[config.mk]
export PLATFORM = sky130hd
export DESIGN_NAME = gbsc_merge
export DESIGN_NICKNAME = d
export VERILOG_FILES = /design/src/rtl/gbsc_pkg.sv /design/src/rtl/gbsc_merge.sv
export SDC_FILE = /design/constraint.sdc
export NUM_CORES = 2
export LEC_CHECK = 0
export ABC_AREA = 1
export BUFFER_PORTS_ARGS = -buffer_cell sky130_fd_sc_hd__clkbuf_2
export CAP_MARGIN = 20
export CORE_ASPECT_RATIO = 0.5
export CORE_MARGIN = 2
export CORE_UTILIZATION = 49
export DETAILED_ROUTE_END_ITERATION = 10
export GPL_TIMING_DRIVEN = 0
export PLACE_DENSITY = 0.65
export SYNTH_ARGS = -nofsm -noshare
export SYNTH_HDL_FRONTEND = slang
export SYNTH_SLANG_ARGS = --single-unit
[constraint.sdc]
create_clock -name i_clk -period 10.75 [get_ports i_clk]
set_input_delay 1.075 -clock i_clk [delete_from_list [all_inputs] [get_ports i_clk]]
set_output_delay 1.075 -clock i_clk [all_outputs]
set_load 0.03 [all_outputs]
[src/rtl/gbsc_pkg.sv]
package gbsc_pkg;

    // number of axes that take part in calibration (1..3)
    localparam int AXES = 3;
    // axes carried by one report
    localparam int NCH = 3;

    localparam int SAMPLE_W = 16;
    localparam int BIAS_W   = 33;   // Q16.16 signed
    localparam int FACTOR_W = 16;   // Q0.16
    localparam int SQ_W     = 49;   // squared residual, Q.16, after the shift
    localparam int VAR_W    = 52;   // Q36.16
    localparam int CORR_W   = 17;
    localparam int THR_W    = 20;
    localparam int CNT_W    = 8;
    localparam int ATT_W    = 2;
    localparam int IDX_W    = 3;
    localparam int CDATA_W  = 20;

    // input word kinds
    localparam logic KIND_REPORT = 1'b0;
    localparam logic KIND_TICK   = 1'b1;

    // result kinds
    localparam logic RES_RATES = 1'b0;
    localparam logic RES_DONE  = 1'b1;

    // config register indexes
    localparam logic [IDX_W-1:0] CFG_AVERAGE_FACTOR     = 3'd0;
    localparam logic [IDX_W-1:0] CFG_COMPLETE_THRESHOLD = 3'd1;
    localparam logic [IDX_W-1:0] CFG_RESTART_THRESHOLD  = 3'd2;
    localparam logic [IDX_W-1:0] CFG_RESTART_COUNT      = 3'd3;
    localparam logic [IDX_W-1:0] CFG_INITIAL_COUNT      = 3'd4;
    localparam logic [IDX_W-1:0] CFG_ATTACHMENT         = 3'd5;

    // register defaults
    localparam logic [FACTOR_W-1:0] RST_FACTOR   = 16'd3277;
    localparam logic [THR_W-1:0]    RST_COMPLETE = 20'd1100;
    localparam logic [THR_W-1:0]    RST_RESTART  = 20'd2000;
    localparam logic [CNT_W-1:0]    RST_RCOUNT   = 8'd50;
    localparam logic [CNT_W-1:0]    RST_ICOUNT   = 8'd50;
    localparam logic [ATT_W-1:0]    RST_ATTACH   = 2'd0;

    // attachment code with no meaning, reported as none
    localparam logic [ATT_W-1:0] ATT_UNUSED = 2'd3;
    localparam logic [ATT_W-1:0] ATT_NONE   = 2'd0;

    typedef struct packed {
        logic ld_sample;   // store the report's sample
        logic mul;         // (sample - bias) * factor
        logic upd;         // bias update, residual magnitude
        logic sq;          // residual squared
    } t_lane_ctl;

    typedef struct packed {
        logic sum;         // lane sum minus variance
        logic part;        // partial products with the factor
        logic blend;       // variance update
    } t_merge_ctl;

endpackage

[src/rtl/gbsc_merge.sv]
module gbsc_merge (
    input  logic                          i_clk,
    input  logic                          i_rst_n,
    input  gbsc_pkg::t_merge_ctl          i_ctl,
    input  logic [gbsc_pkg::SQ_W-1:0]     i_sq [gbsc_pkg::AXES],
    input  logic [gbsc_pkg::FACTOR_W-1:0] i_factor,
    output logic [gbsc_pkg::VAR_W-1:0]    o_var
);
    import gbsc_pkg::*;

    logic [VAR_W-1:0]    r_var;
    logic signed [52:0]  r_diff;
    logic [41:0]         r_plo;
    logic signed [43:0]  r_phi;

    logic [VAR_W-1:0]    w_sum;
    logic signed [69:0]  w_total;
    logic signed [69:0]  w_step;

    always_comb begin
        w_sum = '0;
        for (int k = 0; k < AXES; k++) begin
            w_sum = w_sum + VAR_W'(i_sq[k]);
        end
    end

    // var + floor((sum - var) * f / 2^16), product split at bit 26
    assign w_total = (70'(r_phi) <<< 26) + signed'({28'b0, r_plo});
    assign w_step  = w_total >>> 16;
    assign o_var   = r_var;

    always_ff @(posedge i_clk) begin
        if (!i_rst_n) begin
            r_var <= '0;
        end else if (i_ctl.blend) begin
            r_var <= r_var + w_step[VAR_W-1:0];
        end
    end

    always_ff @(posedge i_clk) begin
        if (i_ctl.sum) begin
            r_diff <= signed'({1'b0, w_sum}) - signed'({1'b0, r_var});
        end
        if (i_ctl.part) begin
            r_plo <= r_diff[25:0] * i_factor;
            r_phi <= signed'(r_diff[52:26]) * signed'({1'b0, i_factor});
        end
    end

endmodule

==> metrics.txt <==
outcome=completed; most used cell, CP=fa_1; CTS resizes=0; Final min period=8757 ps; top cells by area, synth=fa_1 36%, inv_1 15%, nand2_1 12%; clk sink count=173; Max Cap Viol=0; worst r2r src=r_diff[52]$_DFFE_PP_; Slew headroom=0.2156; worst path bufs/invs=5; width of the die=442.9 um; r2r worst-path depth=19; Syn Nets=7732; Post-synth EDFFs=121; routability cong.=1.052; row count=80; Overall Global Routing Usage=0.3627; synthesis-stage register bit count=173; RSZ-0062 raised after global routing=no; layout cell share with drive strength beyond 1=0.04949; Post-CTS Hold Fix Bufs=0; number of max-slew violations in the final report=0; Post-CTS Setup Inserts=0; Critical Path Max Stage Delay=820 ps; post-synth top area share=0.3563; GRT overflow=0; core footprint=0.09539 sq mm; Hold WC Path Type=flip-flop to flip-flop; CTS H-tree lvls=4; Worst Hold Launch=o_var[18]$_SDFFE_PN0P_; WHS Path Cells=2; vias in the first global route=42510; Vias per Instance=5.351; Initial DRC Count=4151; ys flop type=edfxtp_1; TritonCTS clock tree=yes; clock transition time at the flip-flop clock pins of the worst setup and hold paths=80 ps; period utilization=0.8146; Mapped Area=0.04720 sq mm; NumNets Final=7955; crit path cell chain=clkbuf_1, clkbuf_1, nand2_1, inv_1, fa_1, fa_1, inv_1, fa_1, fa_1, fa_1, fa_1, inv_1, ha_1, a21oi_1, o211ai_1, a31oi_1, nand3_1, nand3_1, nand2_1; WL/cell=22.52 um; Mapped Avg Cell Area=7.384 sq um; first-pass GRT wire length=264200 um; setup TNS=0 ps; DRC viols=0; port bufs=202; setup-violating endpoint count in the final report=0; clock buffer depth=2; achievable frequency=114.2 MHz; Setup CP Type=input pin to flip-flop; number of library cell types mapped by synthesis=51; First-pass DRT Iterations=7; Crit path depth=19; largest net degree at the start of global routing=69; reg2reg setup slack=2760 ps; Die H=223.5 um; Slew @ Worst Pin=1177 ps; Max Clock Skew=18.05 ps; dpl hpwl=153600 um; antenna violations before repair=2; CP startpoint kind=input pin; area added between synthesis and finish=6.916%; Crit path max-delay family=adder cells; Hold Vio Cnt, Final=0; total number of vias=42290; post-synthesis sequential area ratio=0.09904; CTS Buf Count=17; critical path arrival=8860 ps; Die ar.=0.09897 sq mm; root buffer selected by CTS=clkbuf_16; WHS Endpoint=o_var[18]$_SDFFE_PN0P_; worst-path maximum fanout=10; WP data required=10860 ps; Initial Utilization=0.4948; Boundary Pins=220; Yosys Warn Count=0; critical path endpoint category=flip-flop; ANT nets after route=0; slowest library cell on the worst path=clkbuf_1; FF-to-FF End=r_phi[41]$_DFFE_PP_; Async SR Flop Fraction=0; Clk Latency, worst-skew pair=470 ps; Syn Inst Count=6392; largest area contributor in the netlist=fa_1; Routed WL=178000 um
worst reg2reg max path, delay by kind of cell, from the launching register on:
family,cells,cell delay [ps]
adder cells (fa/ha/maj),7,3790
AND/OR/NAND/NOR,4,970
AO/OA/AOI/OAI,3,1230
flip-flops,1,570
buffers and inverters,5,1060
cell families after synthesis:
kind of cell,synth area share
fa+ha+maj,0.4443
xor+xnor,0.03359
buf+inv,0.1649
flops,0.09904
compound gates,0.07012
simple gates,0.1881
layout make-up:
type,count,area (sq um)
repair buffers,204,1045
clock buffers,17,425.4
clock inverters,15,193.9
diodes,4,10.01
plain buffers,218,834.6
multi-input cells,4150,34740
inverters,1851,6948
flip-flops and latches,173,4674
well taps,1271,1590
fillers,9538,44930
how the worst max path moves through the flow:
stage,from,end,slack (ps)
after global routing,i_factor[7],r_phi[41]$_DFFE_PP_,1770
after detailed placement,i_factor[7],r_phi[41]$_DFFE_PP_,1590
after CTS,i_factor[7],r_phi[41]$_DFFE_PP_,2080
final,i_factor[7],r_phi[41]$_DFFE_PP_,1990
after global placement,i_factor[7],r_phi[41]$_DFFE_PP_,1590
after floorplan,i_factor[4],r_phi[37]$_DFFE_PP_,4260
through the flow:
| stage | setup slack (ps) | cell area, sq um | utilization | instances | hold WS, ps |
|---|---|---|---|---|---|
| floorplan | 4263 | 47200 | - | 6392 | 557.7 |
| global placement | 1594 | 49800 | 0.5220 | 7865 | 589.8 |
| detailed placement | 1590 | 49820 | 0.5223 | 7866 | 606.0 |
| CTS | 2078 | 50440 | 0.5288 | 7898 | 623.0 |
| global route | 1765 | 50450 | 0.5289 | 7899 | 652.4 |
| finish | 1993 | 50460 | 0.5290 | 7903 | 623.8 |
flip-flops by register name, indices dropped and copies added, names as in the netlist:
register  flops
r_diff       53
o_var        52
r_phi        42
r_plo        26
cell usage after synthesis (52+ instances only):
cell type     n
clkbuf_1    206
nor2_1      444
dfxtp_1      52
nand2_1    1517
o21ai_0     137
ha_1        332
a21oi_1     230
xor2_1      124
edfxtp_1    121
nand3_1     127
fa_1        840
inv_1      1835
xnor2_1      57
cell usage in the layout (no fill, tap or decap), types with 15 or more instances in the layout:
cell type and instances:
nor3_1 33, clkbuf_2 202, xor2_1 124, fa_1 840, inv_1 1835, nand2_1 1517, nand3_1 127, clkbuf_16 17
clkbuf_1 206, edfxtp_1 121, o21bai_1 42, nand4_1 25, xnor2_1 57, dfxtp_1 52, a31oi_1 33, a21o_1 29
inv_2 15, ha_1 332, o21ai_1 39, nor2_2 23, nor2_1 444, o21ai_0 137, a21oi_1 230
routing by layer:
metal,GRT usage,vias to the layer above,routed length [um]
met5,0,-,20
met4,0.09302,4,4710
met3,0.09626,258,20190
met2,0.5409,2033,74980
met1,0.5220,20970,78070
li1,-,19020,-
Power is not shown: default switching activity piles up to over one toggle a cycle in this logic, so the estimate is an artifact.
