[src/rtl/gbsc_pkg.sv]
package gbsc_pkg;

    // number of axes that take part in calibration (1..3)
    localparam int AXES = 3;
    // axes carried by one report
    localparam int NCH = 3;

    localparam int SAMPLE_W = 16;
    localparam int BIAS_W   = 33;   // Q16.16 signed
    localparam int FACTOR_W = 16;   // Q0.16
    localparam int SQ_W     = 49;   // squared residual, Q.16, after the shift
    localparam int VAR_W    = 52;   // Q36.16
    localparam int CORR_W   = 17;
    localparam int THR_W    = 20;
    localparam int CNT_W    = 8;
    localparam int ATT_W    = 2;
    localparam int IDX_W    = 3;
    localparam int CDATA_W  = 20;

    // input word kinds
    localparam logic KIND_REPORT = 1'b0;
    localparam logic KIND_TICK   = 1'b1;

    // result kinds
    localparam logic RES_RATES = 1'b0;
    localparam logic RES_DONE  = 1'b1;

    // config register indexes
    localparam logic [IDX_W-1:0] CFG_AVERAGE_FACTOR     = 3'd0;
    localparam logic [IDX_W-1:0] CFG_COMPLETE_THRESHOLD = 3'd1;
    localparam logic [IDX_W-1:0] CFG_RESTART_THRESHOLD  = 3'd2;
    localparam logic [IDX_W-1:0] CFG_RESTART_COUNT      = 3'd3;
    localparam logic [IDX_W-1:0] CFG_INITIAL_COUNT      = 3'd4;
    localparam logic [IDX_W-1:0] CFG_ATTACHMENT         = 3'd5;

    // register defaults
    localparam logic [FACTOR_W-1:0] RST_FACTOR   = 16'd3277;
    localparam logic [THR_W-1:0]    RST_COMPLETE = 20'd1100;
    localparam logic [THR_W-1:0]    RST_RESTART  = 20'd2000;
    localparam logic [CNT_W-1:0]    RST_RCOUNT   = 8'd50;
    localparam logic [CNT_W-1:0]    RST_ICOUNT   = 8'd50;
    localparam logic [ATT_W-1:0]    RST_ATTACH   = 2'd0;

    // attachment code with no meaning, reported as none
    localparam logic [ATT_W-1:0] ATT_UNUSED = 2'd3;
    localparam logic [ATT_W-1:0] ATT_NONE   = 2'd0;

    typedef struct packed {
        logic ld_sample;   // store the report's sample
        logic mul;         // (sample - bias) * factor
        logic upd;         // bias update, residual magnitude
        logic sq;          // residual squared
    } t_lane_ctl;

    typedef struct packed {
        logic sum;         // lane sum minus variance
        logic part;        // partial products with the factor
        logic blend;       // variance update
    } t_merge_ctl;

endpackage

[src/rtl/gbsc_lane.sv]
module gbsc_lane (
    input  logic                                 i_clk,
    input  logic                                 i_rst_n,
    input  gbsc_pkg::t_lane_ctl                  i_ctl,
    input  logic signed [gbsc_pkg::SAMPLE_W-1:0] i_rate,
    input  logic [gbsc_pkg::FACTOR_W-1:0]        i_factor,
    output logic signed [gbsc_pkg::CORR_W-1:0]   o_corrected,
    output logic [gbsc_pkg::SQ_W-1:0]            o_sq
);
    import gbsc_pkg::*;

    logic signed [SAMPLE_W-1:0] r_sample;
    logic signed [BIAS_W-1:0]   r_bias;
    logic signed [50:0]         r_prod;
    logic [32:0]                r_abs;
    logic [SQ_W-1:0]            r_sq;

    logic signed [33:0] w_scaled;     // stored sample, Q16.16
    logic signed [33:0] w_diff;
    logic signed [35:0] w_bias_sum;
    logic signed [35:0] w_resid;
    logic [35:0]        w_mag;
    logic [65:0]        w_square;
    logic signed [34:0] w_cdiff;      // new sample minus bias
    logic signed [34:0] w_ctrunc;

    assign w_scaled   = 34'(signed'({r_sample, 16'b0}));
    assign w_diff     = w_scaled - 34'(r_bias);
    assign w_bias_sum = 36'(r_bias) + 36'(r_prod >>> 16);
    assign w_resid    = w_bias_sum - 36'(w_scaled);
    assign w_mag      = w_resid[35] ? 36'(-w_resid) : 36'(w_resid);
    assign w_square   = r_abs * r_abs;

    // corrected rate, truncated toward zero
    assign w_cdiff  = 35'(signed'({i_rate, 16'b0})) - 35'(r_bias);
    assign w_ctrunc = w_cdiff[34] ? ((w_cdiff + 35'sd65535) >>> 16) : (w_cdiff >>> 16);
    assign o_corrected = w_ctrunc[CORR_W-1:0];
    assign o_sq        = r_sq;

    always_ff @(posedge i_clk) begin
        if (!i_rst_n) begin
            r_sample <= '0;
            r_bias   <= '0;
        end else begin
            if (i_ctl.ld_sample) begin
                r_sample <= i_rate;
            end
            if (i_ctl.upd) begin
                r_bias <= w_bias_sum[BIAS_W-1:0];
            end
        end
    end

    always_ff @(posedge i_clk) begin
        if (i_ctl.mul) begin
            r_prod <= w_diff * signed'({1'b0, i_factor});
        end
        if (i_ctl.upd) begin
            r_abs <= w_mag[32:0];
        end
        if (i_ctl.sq) begin
            r_sq <= w_square[64:16];
        end
    end

endmodule

[config.mk]
export PLATFORM = sky130hd
export DESIGN_NAME = gbsc_lane
export DESIGN_NICKNAME = d
export VERILOG_FILES = /design/src/rtl/gbsc_pkg.sv /design/src/rtl/gbsc_lane.sv
export SDC_FILE = /design/constraint.sdc
export NUM_CORES = 2
export LEC_CHECK = 0
export BUFFER_PORTS_ARGS = -buffer_cell sky130_fd_sc_hd__buf_2
export CAP_MARGIN = 20
export CORE_ASPECT_RATIO = 0.7
export CORE_MARGIN = 1
export CORE_UTILIZATION = 45
export DETAILED_ROUTE_END_ITERATION = 6
export PLACE_DENSITY = 0.61
export SKIP_CTS_REPAIR_TIMING = 1
export SYNTH_ARGS = -nofsm -noshare
export SYNTH_HDL_FRONTEND = slang
export SYNTH_SLANG_ARGS = --single-unit
[constraint.sdc]
create_clock -name i_clk -period 10 [get_ports i_clk]
set_clock_uncertainty 0.15 [all_clocks]
set_input_delay 2 -clock i_clk [delete_from_list [all_inputs] [get_ports i_clk]]
set_output_delay 2 -clock i_clk [all_outputs]
set_load 0.005 [all_outputs]
==> impl_results.md <==
* First DRT Iteration DRCs at 3346
* Hold/Removal Path Class: flop to flop
* Async SR Flop Fraction at 0%
* Top post-synthesis cells by count: inv_1, fa_1, nand2_1, ha_1, and2_1
* DRT Pass-1 Iters at 7
* Leading area contributor after synthesis: fa_1
* Worst-skew pair later-pin latency at 530 ps
* Port Buf Inserts at 103
* R2r endpoint: o_sq[43]
* Design area at 63300 sq um
* Mean Syn Cell Area at 9.24 sq um
* CP endpoint kind: flop
* Largest net degree at the start of global routing at 55
* Depth of the worst register-to-register path at 23
* Synthesized area at 59800 sq um
* R2r setup slk at 420 ps
* CTS Buf Count at 17
* Syn Nets at 8356
* Slew Limit Fails at 0
* Die Footprint at 134000 sq um
* H-tree levels at 4
* CP Class: flop to flop
* Relative slew slack at 24.0%
* RSZ-0062 raised after global routing: false
* R2r startpoint: r_abs[28]
* Routed length per instance at 20.8 microns
* Endpoints failing setup at 0
* Post-layout min period at 9580 ps
* Maxcap violations at 0
* Sink Count at 166
* Hpwl dp at 142000 microns
* First-pass GRT wire length at 272000 microns
* Nets at 8359
* # rows at 111
* Final wirelength at 172000 microns
* Actual slew at the worst max-slew pin at 1140 ps
* Startpoint Class: flop
* Seq/Total Area, Yosys at 7.52%
* Count leader, synth: inv_1
* Mapped Cells at 6472
* Filler Cells Inserted at 12600
* Initial Util at 45.5%
* Number of enable flip-flop cells after synthesis at 117
* Longest Clk Path Bufs at 2
* Initial antenna violation count at 3
* Synth warn at 0
* Hold Fails Final Rpt at 0
* CP startpoint: r_abs[28]
* Seq cells post-synth at 166
* Hold Crit Start: r_bias[20]
* CTS tree: done
* Via/cell ratio at 5.28
* Clock Pin Slew Worst Setup and Hold Paths at 100 ps
* Synth unique cells at 100
* WHS Path Cells at 2
* Routed Antenna Nets at 0
* Vias in the first global route at 45900
* Crit path DAT at 9690 ps
* Fmax at 0.104 GHz
* Failing checks: design-rule violations
* Post-route clock period utilization at 95.8%
* Root Buffer: clkbuf_16
* Die width at 438 microns
* Worst hold path endpoint: r_bias[20]
* Gr ovfl total at 0
* GP Congestion at 0.958
* Via Count at 43500
* Layout cells sized above 1 at 5.19%
* Top post-synthesis cells by area: fa_1, inv_1, ha_1
* Share of the synthesized area in the top cell type at 45.9%
* Core box area at 131000 sq um
* Die Height at 307 microns
* DRC viols at 4
* Max FO, Critical Path at 15
* Hold WS at 406 ps
* Most used DFF post-synth: edfxtp_1
* I/O pin cnt at 104
* GRT Resource Usage Total at 26.6%
* Outcome: complete, but fails checks
* CP required at 10110 ps
* DP Area at 62400 sq um
* N_diodes at 0
* Area Growth Syn to Fin at 5.91%
[sequential cells by signal, summed over array words and instances, names as in the netlist]
signal	cells
o_sq	49
r_sample	16
r_abs	33
r_prod	35
r_bias	33
[through the flow]
stage / TNS, ps / setup WS [ps] / utilization [%] / std cells
2_1_floorplan: 0 / 839 / - / 6472
5_1_grt: 0 / 17.8 / 48.2 / 8239
3_3_place_gp: -214 / -142 / 47.5 / 8190
3_5_place_dp: -358 / -195 / 47.5 / 8191
4_1_cts: -525 / -252 / 48.0 / 8223
6_report: 0 / 419 / 48.2 / 8239
[logic make-up (layout without fill, tap and decap cells)]
group / count (synthesis) / after routing / share of synthesized area, %
multiplexers: 44 / 44 / 0.745
XOR/XNOR: 245 / 245 / 3.66
AND/OR/NAND/NOR: 1657 / 1657 / 13.6
AO/OA/AOI/OAI: 564 / 564 / 6.26
buffers and inverters: 1946 / 1962 / 12.3
adder cells (fa/ha/maj): 1850 / 1850 / 55.9
flip-flops: 166 / 166 / 7.52
[layout make-up]
class	count	area [sq um]	share of cell area (%)
clock buffer	18	450	0.711
tap	1751	2190	3.46
inverter	1691	6350	10.0
sequential	166	4490	7.10
multi-input combinational	4360	48000	75.8
clock inverter	14	176	0.279
timing repair buffer	239	1660	2.61
[worst max path at each step]
| stage | endpoint |
|---|---|
| 2_1_floorplan | r_prod[43] |
| 3_3_place_gp | o_sq[43] |
| 3_5_place_dp | o_sq[43] |
| 4_1_cts | o_sq[43] |
| 5_1_grt | r_prod[43] |
| 6_report | o_sq[43] |
[layer usage]
layer	vias up	track usage, %	wire [microns]	part of all wire, %
li1	19400	-	-	-
met1	22100	42.1	83200	48
met2	1843	35.9	67000	39
met3	147	7.60	19300	11
met4	8	4.05	2110	1.2
met5	-	0	57	0.033
[worst max-delay path, cell delays in order (launching register included)]
cell and delay [ps]:
edfxtp_1 1090, nand2_1 270, fa_1 550, fa_1 510
fa_1 510, inv_1 60, fa_1 560, fa_1 450
fa_1 570, fa_1 420, fa_1 460, ha_1 460
nand4_1 170, nor3_1 510, nand2_1 200, a2111oi_4 460
buf_4 220, a211oi_1 70, buf_4 210, o31ai_1 440
a32oi_1 200, a211oi_1 420, a31oi_1 160, xnor2_1 140
[layout by cell type, fill, tap and decap left out, types with 19 or more instances in the layout]
master / count
and3_1: 25
nor2b_1: 69
a21o_1: 98
nand2_1: 712
a21oi_1: 159
edfxtp_1: 117
nand4_1: 27
xnor2_1: 147
buf_2: 102
mux2i_1: 40
fa_1: 1371
buf_4: 125
dfxtp_1: 49
o21a_1: 28
and2_1: 371
nor3_1: 64
nand3_1: 63
inv_1: 1682
a211oi_1: 26
a31oi_1: 29
ha_1: 475
o21bai_1: 19
xor2_1: 90
nor2_1: 188
o21ai_0: 80
Power is left out: the tool's default activity adds up to more than one toggle a clock period on the data nets, which glitch-free logic cannot reach.
